### config.mk
export PLATFORM = sky130hd
export DESIGN_NAME = round_robin_thread_table
export DESIGN_NICKNAME = d
export VERILOG_FILES = /design/src/rtl/rrtt_pkg.sv /design/src/rtl/round_robin_thread_table.sv /design/src/rtl/rrtt_cell.sv /design/src/rtl/rrtt_chain.sv /design/src/rtl/rrtt_seq.sv
export SDC_FILE = /design/constraint.sdc
export NUM_CORES = 1
export LEC_CHECK = 0
export BUFFER_PORTS_ARGS = -buffer_cell sky130_fd_sc_hd__clkbuf_2
export CORE_UTILIZATION = 26
export CTS_BUF_LIST = sky130_fd_sc_hd__clkbuf_8
export CTS_CLUSTER_SIZE = 12
export DETAILED_ROUTE_END_ITERATION = 16
export PLACE_DENSITY_LB_ADDON = 0.3
export REMOVE_ABC_BUFFERS = 1
export SLEW_MARGIN = 0
export SYNTH_ARGS = -nofsm -noshare
export SYNTH_HDL_FRONTEND = slang
export SYNTH_SLANG_ARGS = --single-unit
export TNS_END_PERCENT = 20
### constraint.sdc
create_clock -name clk -period 2.3 [get_ports clk]
set_input_delay 0.575 -clock clk [delete_from_list [all_inputs] [get_ports clk]]
set_output_delay 0.575 -clock clk [all_outputs]
set_load 0.01 [all_outputs]
### src/rtl/rrtt_pkg.sv
package rrtt_pkg;

  // Table size default
  localparam int SLOTS_DEFAULT = 32;

  // Field widths of the stream beats
  localparam int MODE_W   = 2;
  localparam int SLOT_W   = 5;
  localparam int STATUS_W = 2;
  localparam int CODE_W   = 2;
  localparam int IN_TDATA_W  = 16;
  localparam int OUT_TDATA_W = 8;

  typedef logic [STATUS_W-1:0] status_t;
  typedef logic [MODE_W-1:0]   mode_t;
  typedef logic [CODE_W-1:0]   code_t;

  // Slot status codes
  localparam status_t STAT_UNUSED   = 2'd0;
  localparam status_t STAT_BLOCKED  = 2'd1;
  localparam status_t STAT_RUNNABLE = 2'd2;

  // Request modes
  localparam mode_t MODE_ALLOC = 2'd0;
  localparam mode_t MODE_SET   = 2'd1;
  localparam mode_t MODE_PICK  = 2'd2;

  // Result codes
  localparam code_t RC_OK          = 2'd0;
  localparam code_t RC_NO_FREE     = 2'd1;
  localparam code_t RC_NO_RUNNABLE = 2'd2;

  // Sequencer states
  typedef enum logic [1:0] {
    ST_IDLE,
    ST_SCAN,
    ST_DONE
  } state_t;

  // Control from the sequencer to the ring of cells
  typedef struct packed {
    logic    shift;
    status_t feed;
  } ring_ctl_t;

endpackage

### src/rtl/round_robin_thread_table.sv
// Channel | Dir | Beat fields (tdata, low bit up)
// s_axis  | in  | mode[1:0], slot_id[6:2], new_status[8:7], zero pad to 16 bits
// m_axis  | out | result_slot[4:0], result_code[6:5], zero pad to 8 bits
//
// For each request the sequencer takes the beat, the status ring rotates once
// through all SLOTS cells, one cell per cycle, past the sequencer, then the
// result register is loaded.
// Reset (rst, synchronous) marks every slot unused and sets the pointer to 1.
// A new request is taken while a finished result still waits on m_axis; a
// stalled m_axis holds the next result in the sequencer until it drains.
module round_robin_thread_table
  import rrtt_pkg::*;
#(
  parameter int SLOTS = SLOTS_DEFAULT
) (
  input  logic                   clk,
  input  logic                   rst,
  input  logic                   s_tvalid,
  output logic                   s_tready,
  // mode[1:0], slot_id[6:2], new_status[8:7]
  input  logic [IN_TDATA_W-1:0]  s_tdata,
  output logic                   m_tvalid,
  input  logic                   m_tready,
  // result_slot[4:0], result_code[6:5]
  output logic [OUT_TDATA_W-1:0] m_tdata
);

  ring_ctl_t          ctl;
  status_t            head;
  logic [SLOT_W-1:0]  res_slot;
  code_t              res_code;

  rrtt_chain #(
    .SLOTS (SLOTS)
  ) u_chain (
    .clk  (clk),
    .rst  (rst),
    .ctl  (ctl),
    .head (head)
  );

  rrtt_seq #(
    .SLOTS (SLOTS)
  ) u_seq (
    .clk            (clk),
    .rst            (rst),
    .req_valid      (s_tvalid),
    .req_ready      (s_tready),
    .req_mode       (s_tdata[1:0]),
    .req_slot_id    (s_tdata[6:2]),
    .req_new_status (s_tdata[8:7]),
    .res_valid      (m_tvalid),
    .res_ready      (m_tready),
    .res_slot       (res_slot),
    .res_code       (res_code),
    .ctl            (ctl),
    .head           (head)
  );

  // Pack the result beat
  assign m_tdata = {1'b0, res_code, res_slot};

endmodule

### src/rtl/rrtt_cell.sv
module rrtt_cell
  import rrtt_pkg::*;
(
  input  logic    clk,
  input  logic    rst,
  input  logic    shift,
  input  status_t d,
  output status_t q
);

  // Hold one slot status; take the neighbor's value on a shift
  always_ff @(posedge clk) begin
    if (rst) begin
      q <= STAT_UNUSED;
    end else if (shift) begin
      q <= d;
    end
  end

endmodule

### src/rtl/rrtt_chain.sv
module rrtt_chain
  import rrtt_pkg::*;
#(
  parameter int SLOTS = SLOTS_DEFAULT
) (
  input  logic      clk,
  input  logic      rst,
  input  ring_ctl_t ctl,
  output status_t   head
);

  status_t q [SLOTS];

  // Each cell takes from the next one up; the top cell takes the feed
  for (genvar k = 0; k < SLOTS; k++) begin : g_cell
    status_t d;
    if (k == SLOTS - 1) begin : g_top
      assign d = ctl.feed;
    end else begin : g_mid
      assign d = q[k+1];
    end
    rrtt_cell u_cell (
      .clk   (clk),
      .rst   (rst),
      .shift (ctl.shift),
      .d     (d),
      .q     (q[k])
    );
  end

  // Bottom cell shows the slot under inspection
  assign head = q[0];

endmodule

### src/rtl/rrtt_seq.sv
module rrtt_seq
  import rrtt_pkg::*;
#(
  parameter int SLOTS = SLOTS_DEFAULT
) (
  input  logic        clk,
  input  logic        rst,
  input  logic        req_valid,
  output logic        req_ready,
  input  mode_t       req_mode,
  input  logic [SLOT_W-1:0] req_slot_id,
  input  status_t     req_new_status,
  output logic        res_valid,
  input  logic        res_ready,
  output logic [SLOT_W-1:0] res_slot,
  output code_t       res_code,
  output ring_ctl_t   ctl,
  input  status_t     head
);

  localparam int IW = (SLOTS > 1) ? $clog2(SLOTS) : 1;
  localparam int PW = $clog2(SLOTS + 1);
  localparam logic [IW-1:0] IDX_LAST = IW'(SLOTS - 1);

  state_t              state, state_next;
  logic [IW-1:0]       idx, idx_next;
  mode_t               mode_r, mode_r_next;
  logic [SLOT_W-1:0]   sid_r, sid_r_next;
  status_t             nst_r, nst_r_next;
  logic                hit_any, hit_any_next;
  logic                hit_after, hit_after_next;
  logic [IW-1:0]       sel_any, sel_any_next;
  logic [IW-1:0]       sel_after, sel_after_next;
  logic [PW-1:0]       rr_ptr, rr_ptr_next;
  logic                res_valid_next;
  logic [SLOT_W-1:0]   res_slot_next;
  code_t               res_code_next;
  logic [PW-1:0]       start;
  logic [IW-1:0]       pick_sel;

  assign req_ready = (state == ST_IDLE);
  assign start     = (rr_ptr == '0) ? PW'(1) : rr_ptr;
  assign pick_sel  = hit_after ? sel_after : sel_any;

  // Registers
  always_ff @(posedge clk) begin
    if (rst) begin
      state     <= ST_IDLE;
      idx       <= '0;
      hit_any   <= 1'b0;
      hit_after <= 1'b0;
      rr_ptr    <= PW'(1);
      res_valid <= 1'b0;
    end else begin
      state     <= state_next;
      idx       <= idx_next;
      hit_any   <= hit_any_next;
      hit_after <= hit_after_next;
      rr_ptr    <= rr_ptr_next;
      res_valid <= res_valid_next;
    end
  end

  // Payload registers
  always_ff @(posedge clk) begin
    mode_r    <= mode_r_next;
    sid_r     <= sid_r_next;
    nst_r     <= nst_r_next;
    sel_any   <= sel_any_next;
    sel_after <= sel_after_next;
    res_slot  <= res_slot_next;
    res_code  <= res_code_next;
  end

  // Next state: rotate the ring once per request, then deliver the result
  always_comb begin
    state_next     = state;
    idx_next       = idx;
    mode_r_next    = mode_r;
    sid_r_next     = sid_r;
    nst_r_next     = nst_r;
    hit_any_next   = hit_any;
    hit_after_next = hit_after;
    sel_any_next   = sel_any;
    sel_after_next = sel_after;
    rr_ptr_next    = rr_ptr;
    res_valid_next = res_valid && !res_ready;
    res_slot_next  = res_slot;
    res_code_next  = res_code;
    ctl.shift      = 1'b0;
    ctl.feed       = head;

    unique case (state)
      ST_IDLE: begin
        if (req_valid) begin
          mode_r_next    = req_mode;
          sid_r_next     = req_slot_id;
          nst_r_next     = req_new_status;
          hit_any_next   = 1'b0;
          hit_after_next = 1'b0;
          idx_next       = '0;
          state_next     = ST_SCAN;
        end
      end
      ST_SCAN: begin
        ctl.shift = 1'b1;
        unique case (mode_r)
          MODE_ALLOC: begin
            // Claim the lowest unused slot above zero
            if (idx != '0 && head == STAT_UNUSED && !hit_any) begin
              ctl.feed     = STAT_BLOCKED;
              hit_any_next = 1'b1;
              sel_any_next = idx;
            end
          end
          MODE_SET: begin
            // Rewrite the named slot; drop bad codes and slots past the end
            if (32'(idx) == 32'(sid_r) && nst_r <= STAT_RUNNABLE) begin
              ctl.feed = nst_r;
            end
          end
          MODE_PICK: begin
            // Track first runnable slot above zero and first at or after the pointer
            if (idx != '0 && head == STAT_RUNNABLE) begin
              if (!hit_any) begin
                hit_any_next = 1'b1;
                sel_any_next = idx;
              end
              if (!hit_after && 32'(idx) >= 32'(start)) begin
                hit_after_next = 1'b1;
                sel_after_next = idx;
              end
            end
          end
          default: begin
          end
        endcase
        if (idx == IDX_LAST) begin
          idx_next   = '0;
          state_next = ST_DONE;
        end else begin
          idx_next = idx + 1'b1;
        end
      end
      ST_DONE: begin
        // Load the output register once it is free
        if (!res_valid || res_ready) begin
          res_valid_next = 1'b1;
          res_slot_next  = '0;
          res_code_next  = RC_OK;
          unique case (mode_r)
            MODE_ALLOC: begin
              if (hit_any) begin
                res_slot_next = SLOT_W'(sel_any);
              end else begin
                res_code_next = RC_NO_FREE;
              end
            end
            MODE_PICK: begin
              if (hit_any) begin
                res_slot_next = SLOT_W'(pick_sel);
                rr_ptr_next   = PW'(32'(pick_sel) + 32'd1);
              end else begin
                res_code_next = RC_NO_RUNNABLE;
              end
            end
            default: begin
            end
          endcase
          state_next = ST_IDLE;
        end
      end
      default: begin
        state_next = ST_IDLE;
      end
    endcase
  end

`ifndef SYNTHESIS
  a_accept_scan: assert property (@(posedge clk) disable iff (rst)
    (req_valid && req_ready) |=> (state == ST_SCAN && idx == '0))
    else $error("accepted request did not start a scan at slot zero");

  a_scan_end: assert property (@(posedge clk) disable iff (rst)
    (state == ST_SCAN && idx == IDX_LAST) |=> (state == ST_DONE))
    else $error("scan did not end after a full rotation");

  a_idx_home: assert property (@(posedge clk) disable iff (rst)
    (state != ST_SCAN) |-> (idx == '0))
    else $error("ring out of alignment outside a scan");

  a_ptr_nonzero: assert property (@(posedge clk) disable iff (rst)
    rr_ptr != '0)
    else $error("round-robin pointer reached slot zero");
`endif

endmodule

==> results of run 1 <==
## cell families after synthesis
kind of cell / Yosys count / share of synthesized area
other cells: 1 / 0.000903
mux: 11 / 0.0265
xor+xnor: 9 / 0.0190
compound gates: 90 / 0.123
fa+ha+maj: 9 / 0.0271
simple gates: 182 / 0.193
buf+inv: 38 / 0.0371
flops: 106 / 0.574
## per-layer routing
metal  up-vias  track usage  part of all wire
met5         -            0                 0
met4         0       0.0325             0.018
met3        14       0.0345             0.042
met2        49        0.163              0.45
met1      1364        0.131              0.49
li1       1520            -                 -
## synth_stat cells, drive strengths merged, types with 2 or more instances
cell type	instances	share of area
nand2	133	0.12
inv	10	0.0090
dfxtp	80	0.39
nand3	4	0.0048
edfxtp	26	0.19
nor2b	2	0.0048
nor3b	2	0.0036
a21oi	74	0.089
o21ai	3	0.0036
clkbuf	20	0.018
nor3	5	0.0060
or4b	2	0.0048
nor2	20	0.018
nand4	2	0.0066
buf	8	0.0099
nor4b	2	0.0042
a211oi	6	0.011
xnor2	8	0.017
ha	9	0.027
nand2b	6	0.013
mux2i	11	0.027
## critical path, cell delays in order, from the launching register on
cell and delay (ns):
dfxtp_1 0.53, inv_1 0.08, ha_1 0.19, nor4b_1 0.14, nor3_1 0.32, buf_4 0.18, nand2_1 0.04, nor3_1 0.13
buf_4 0.17
## area by class of cell
type                       count  area, sq um
sequential                   106         2380
timing repair buffer          31          193
inverter                      10         37.5
clock inverter                 7         50.0
multi-input combinational    302         1620
fill                        1608        10700
tap                          211          264
clock buffer                   9          124
## per-stage QoR
stage	setup slack [ns]	util	power [mW]	cells
finish	0.242	0.304	3.17	676
global placement	0.253	0.293	2.16	660
floorplan	-0.299	-	2.07	418
global route	0.108	0.304	3.32	676
CTS	0.181	0.304	3.23	676
detailed placement	0.222	0.293	2.16	660
## sequential cells by signal, summed over array words and instances, names as in the netlist
signal                   flops
u_seq.res_code               2
u_seq.sel_any                5
u_chain.g_cell.u_cell.q     64
u_seq.sel_after              5
u_seq.hit_after              1
u_seq.sid_r                  5
u_seq.nst_r                  2
u_seq.res_slot               5
u_seq.idx                    5
u_seq.hit_any                1
u_seq.res_valid              1
u_seq.rr_ptr                 6
u_seq.mode_r                 2
u_seq.state                  2
## report_power, final
group          internal (mW)  switching [mW]
clock                  0.402           0.650
combinational         0.0510           0.128
sequential              1.92          0.0181
total                   2.38           0.796
## layout by cell type, fill, tap and decap left out, types with 2 or more instances in the layout
cell / n
nand2_1: 133
dfxtp_1: 80
a21oi_1: 74
edfxtp_1: 26
clkbuf_2: 21
nor2_1: 19
mux2i_1: 11
inv_1: 10
ha_1: 9
clkbuf_8: 9
buf_4: 9
xnor2_1: 8
a211oi_1: 6
nor3_1: 5
nand3_1: 4
nand2b_1: 3
o21ai_0: 3
clkinv_2: 3
inv_6: 3
nor4b_1: 2
nand2b_4: 2
or4b_1: 2
nor3b_1: 2
## final timing paths
kind	end	cells past startpoint	slack, ns
min	u_seq.mode_r[1]	1	0.38
min reg2reg	u_chain.g_cell[5].u_cell.q[1]	2	0.46
max	u_seq.sel_any[4]	8	0.24
max reg2reg	u_seq.sel_any[4]	8	0.24
==> metrics.yaml, run 1 <==
firstDrtPassIters: 4
antenna_found_initial: 0
areaGrowthSynthToFinish_pct: 12.5
hold_violations: 0
status: "finished, final reports clean"
synthCells: 446
clockBufferDepth: 2
routed_wl_mm: 7.76
place.gp.congestion: 0.762
synth_edf_count: 26
fmax_mhz: 486
fin_area_sq_um: 4670
whs_ns: 0.382
num_vias: 2947
synth.distinct_cells: 39
drive_above_1_share: 0.120
synth_warnings: 0
layout.nets: 489
synth_top_flop_cell: "dfxtp_1"
synth-async-reset-ratio: 0
relSlewSlack: 0.581
num_rows: 45
cts.sinks: 106
r2r_start: "u_seq.idx[1]"
critPathRequiredTime_ns: 2.39
placed_area_sq_um: 4500
gr-total-overflow: 0
via_per_inst: 4.36
path_max_fanout: 8
final.setup.tns_ns: 0
finalSetupViolCount: 0
diodes: 0
grt_pass1_vias: 2784
portBuffers: 21
critPathLaunch: "u_seq.idx[1]"
worst_pin_slew_ns: 0.629
crit_type: "flop to flop"
peakVddDrop_mv: 0.298
clock_latency_ns: 0.37
setup.worst_path.start_class: "flop"
postCtsSetupRepairBufs: 0
final_antenna_net_count: 0
route.detailed.drc: 0
grt.total_usage: 0.102
die-width_um: 128
grt_pass1_wl_mm: 13.3
dp_hpwl_mm: 5.11
period_minus_slack_ns: 2.06
wl_per_cell_um: 11.5
ios: 30
cts_resized: 0
grt_start_max_net_pins: 65
cts_root_buffer: "clkbuf_8"
drt_iter0_drc: 158
htree_levels: 3
rsz0062_at_grt: "no"
critical_path_arrival_ns: 2.15
die_h_um: 128
finalMaxSlewViolations: 0
ctsHoldBuffers: 0
cp-end-kind: "flop"
clk_pin_slew_worst_paths_ns: 0.10
cts_tree: "done"
hp-start: "s_tdata[1]"
core_area_sq_um: 15400
cts_made_buffers: 9
p_per_area_nw_per_um2: 679
maxCapViolCount: 0
die-area_sq_um: 16500
fin_skew_ns: 0.00675
hp-class: "input pin to flop"
synth_area_sq_um: 4150
avgSynthCellArea_sq_um: 9.31
leakage_nw: 1.57
fin_crit_sh: 0.895
yosysSeqAreaShare: 0.574
start_util: 0.270
synth_seq_cells: 106
(Power assumes the default switching activity.)
==> run 2, diff against run 1 <==
- ABC_AREA: not set -> 1
- ABC_CLOCK_PERIOD_IN_PS: not set -> 2400
- clock period: 2.3 -> 2.4 ns (I/O delays scaled with it)
==> metrics.yaml, run 2 <==
period_minus_slack_ns: 1.92  # was 2.06 ns
crit_family: "flip-flops"  # was simple AND/OR/NAND/NOR gates
dp_hpwl_mm: 5.20  # was 5.11 mm
cts_made_buffers: 9  # unchanged
peakVddDrop_mv: 0.480  # was 0.298 mV
path_max_fanout: 8  # unchanged
hp-class: "input pin to flop"  # unchanged
crit_slowest_cell: "dfxtp_1"  # unchanged
synth_top_flop_cell: "dfxtp_1"  # unchanged
ctsHoldBuffers: 0  # unchanged
areaGrowthSynthToFinish_pct: 13.1  # was 12.5%
via_per_inst: 4.26  # was 4.36
worst_pin_slew_ns: 0.632  # was 0.629 ns
start_util: 0.266  # was 0.270
cts_root_buffer: "clkbuf_8"  # unchanged
fin_skew_ns: 0.0158  # was 0.00675 ns
path_buf_inv: 1  # was 3
clock_latency_ns: 0.39  # was 0.37 ns
reg.largest.list: "u_chain.g_cell.u_cell.q (64), u_seq.rr_ptr (6)"  # unchanged
relSlewSlack: 0.579  # was 0.581
synth.top_cells.by_area: "dfxtp_1 (38%), edfxtp_1 (18%), nor2_1 (13%)"  # was dfxtp_1 (39%), edfxtp_1 (19%), nand2_1 (12%)
synth_area_sq_um: 4230  # was 4150 sq um
power_mw: 3.58  # was 3.17 mW
synth_edf_count: 26  # unchanged
cts_tree: "done"  # unchanged
antenna_found_initial: 0  # unchanged
place.gp.congestion: 0.790  # was 0.762
worst_r2r_path_depth: 7  # was 8
setup.worst_path.start_class: "flop"  # unchanged
critPathRequiredTime_ns: 2.42  # was 2.39 ns
synth_top_cell_by_area: "dfxtp_1"  # unchanged
cts.sinks: 106  # unchanged
synth_top_area_share: 0.379  # was 0.386
synth.distinct_cells: 27  # was 39
postCtsSetupRepairBufs: 0  # unchanged
routed_wl_mm: 8.17  # was 7.76 mm
grt_pass1_wl_mm: 13.9  # was 13.3 mm
r2r_end: "u_seq.sel_any[3]"  # was u_seq.sel_any[4]
synth_seq_cells: 106  # unchanged
largest_reg_flops: 64  # unchanged
layout_commonest_cell: "nor2_1"  # was nand2_1
cp-end-kind: "flop"  # unchanged
final_cell_mix: "nor2_1 (143), dfxtp_1 (80), o21ai_0 (74)"  # was nand2_1 (133), dfxtp_1 (80), a21oi_1 (74)
hold_violations: 0  # unchanged
r2r_start: "u_seq.idx[1]"  # unchanged
cts_resized: 0  # unchanged
avgSynthCellArea_sq_um: 8.24  # was 9.31 sq um
top_register: "u_chain.g_cell.u_cell.q"  # unchanged
clk_pin_slew_worst_paths_ns: 0.10  # about the same
yosysMostFrequentCell: "nor2_1"  # was nand2_1
rrSetupSlack_ns: 0.48  # was 0.24 ns
crit_type: "flop to flop"  # unchanged
synth-async-reset-ratio: 0  # unchanged
rsz0062_at_grt: "no"  # unchanged
htree_levels: 3  # unchanged
die_h_um: 130  # was 128 um
leakage_nw: 2.04  # was 1.57 nW
core_area_sq_um: 15900  # was 15400 sq um
hold_depth: 1  # unchanged
synthCells: 513  # was 446
finalMaxSlewViolations: 0  # unchanged
fin_crit_sh: 0.800  # was 0.895
diodes: 0  # unchanged
grt_pass1_vias: 2967  # was 2784
drive_above_1_share: 0.0923  # was 0.120
critical_path_arrival_ns: 1.94  # was 2.15 ns
maxCapViolCount: 0  # unchanged
gr-total-overflow: 0  # unchanged
final_antenna_net_count: 0  # unchanged
p_per_area_nw_per_um2: 749  # was 679 nW/um^2
final.setup.tns_ns: 0  # unchanged
num_vias: 3179  # was 2947
min_delay_worst_endpoint: "u_seq.sid_r[1]"  # was u_seq.mode_r[1]
wl_per_cell_um: 10.9  # was 11.5 um
max_stage_delay_ns: 0.52  # was 0.53 ns
finalSetupViolCount: 0  # unchanged
grt_start_max_net_pins: 70  # was 65
crit_chain: "inv_1, ha_1, nand3_1, nand2_1, nand2_1, nand3_1, a21oi_1"  # was inv_1, ha_1, nor4b_1, nor3_1, buf_4, nand2_1, nor3_1, buf_4
synthTopCellsByCount: "nor2_1 (143), dfxtp_1 (80), o21ai_0 (74), nand2_1 (61), inv_1 (42)"  # was nand2_1 (133), dfxtp_1 (80), a21oi_1 (74), edfxtp_1 (26)
die-area_sq_um: 16800  # was 16500 sq um
num_rows: 46  # was 45
fmax_mhz: 521  # was 486 MHz
yosysSeqAreaShare: 0.563  # was 0.574
drt_iter0_drc: 165  # was 158
route.detailed.drc: 0  # unchanged
layout.nets: 555  # was 489
grt.total_usage: 0.106  # was 0.102
status: "finished, final reports clean"  # unchanged
firstDrtPassIters: 4  # unchanged
hp-start: "s_tdata[3]"  # was s_tdata[1]
ios: 30  # unchanged
die-width_um: 130  # was 128 um
synth_warnings: 0  # unchanged
portBuffers: 21  # unchanged
clockBufferDepth: 2  # unchanged
## run 2: worst max-delay path by stage
| stage | from | to | slack, ns | depth (start not counted) |
|---|---|---|---|---|
| CTS | u_seq.idx[0] | u_seq.sel_any[3] | 0.45 | 7 |
| global placement | u_seq.idx[0] | u_seq.sel_any[3] | 0.52 | 7 |
| detailed placement | u_seq.idx[0] | u_seq.sel_any[3] | 0.47 | 7 |
| global route | u_seq.idx[0] | u_seq.sel_any[3] | 0.25 | 7 |
| floorplan | u_seq.state[0] | u_seq.idx[0] | 0.26 | 6 |
| finish | u_seq.idx[1] | u_seq.sel_any[3] | 0.48 | 7 |
## run 2: worst reg2reg max path: stages, from the launching register on
cell	delay [ns]
dfxtp_1	0.52
inv_1	0.11
ha_1	0.19
nand3_1	0.10
nand2_1	0.09
nand2_1	0.06
nand3_1	0.06
a21oi_1	0.43
## run 2: final cells by class
class,instances,area [sq um]
multi-input combinational,340,1570
clock inverter,6,105
timing repair buffer,25,148
tap,216,270
inverter,44,166
clock buffer,10,138
sequential,106,2380
fill,1750,11100
## run 2: power breakdown
group | switching, mW | internal, mW | total [mW]
Clock | 0.656 | 0.640 | 1.30
Combinational | 0.194 | 0.100 | 0.294
Sequential | 0.0565 | 1.94 | 1.99
## run 2: cell families after synthesis
group | after synthesis | share of synthesized area
DFF | 106 | 0.563
adders and majority gates | 9 | 0.0266
AOI/OAI and AO/OA | 100 | 0.123
and+or+nand+nor | 226 | 0.214
xor gates and xnor gates | 4 | 0.00829
other | 1 | 0.000887
buffers and inverters | 67 | 0.0645
## run 2: per-stage QoR
stage	hold WS (ns)	instances	worst slack (ns)	area (sq um)	util
2_1_floorplan	0.432	490	0.262	4120	-
3_3_place_gp	0.446	731	0.523	4540	0.286
3_5_place_dp	0.452	731	0.469	4540	0.286
4_1_cts	0.366	747	0.450	4780	0.301
5_1_grt	0.371	747	0.246	4780	0.301
6_report	0.392	747	0.479	4780	0.301
## run 2: routing by layer
layer | track usage | vias to the layer above | wire, um | share of wire
met1 | 0.130 | 1461 | 4040 | 0.49
met3 | 0.0330 | 10 | 326 | 0.040
met4 | 0.0492 | 0 | 146 | 0.018
met2 | 0.169 | 44 | 3660 | 0.45
met5 | 0 | - | 0 | 0
li1 | - | 1664 | - | -
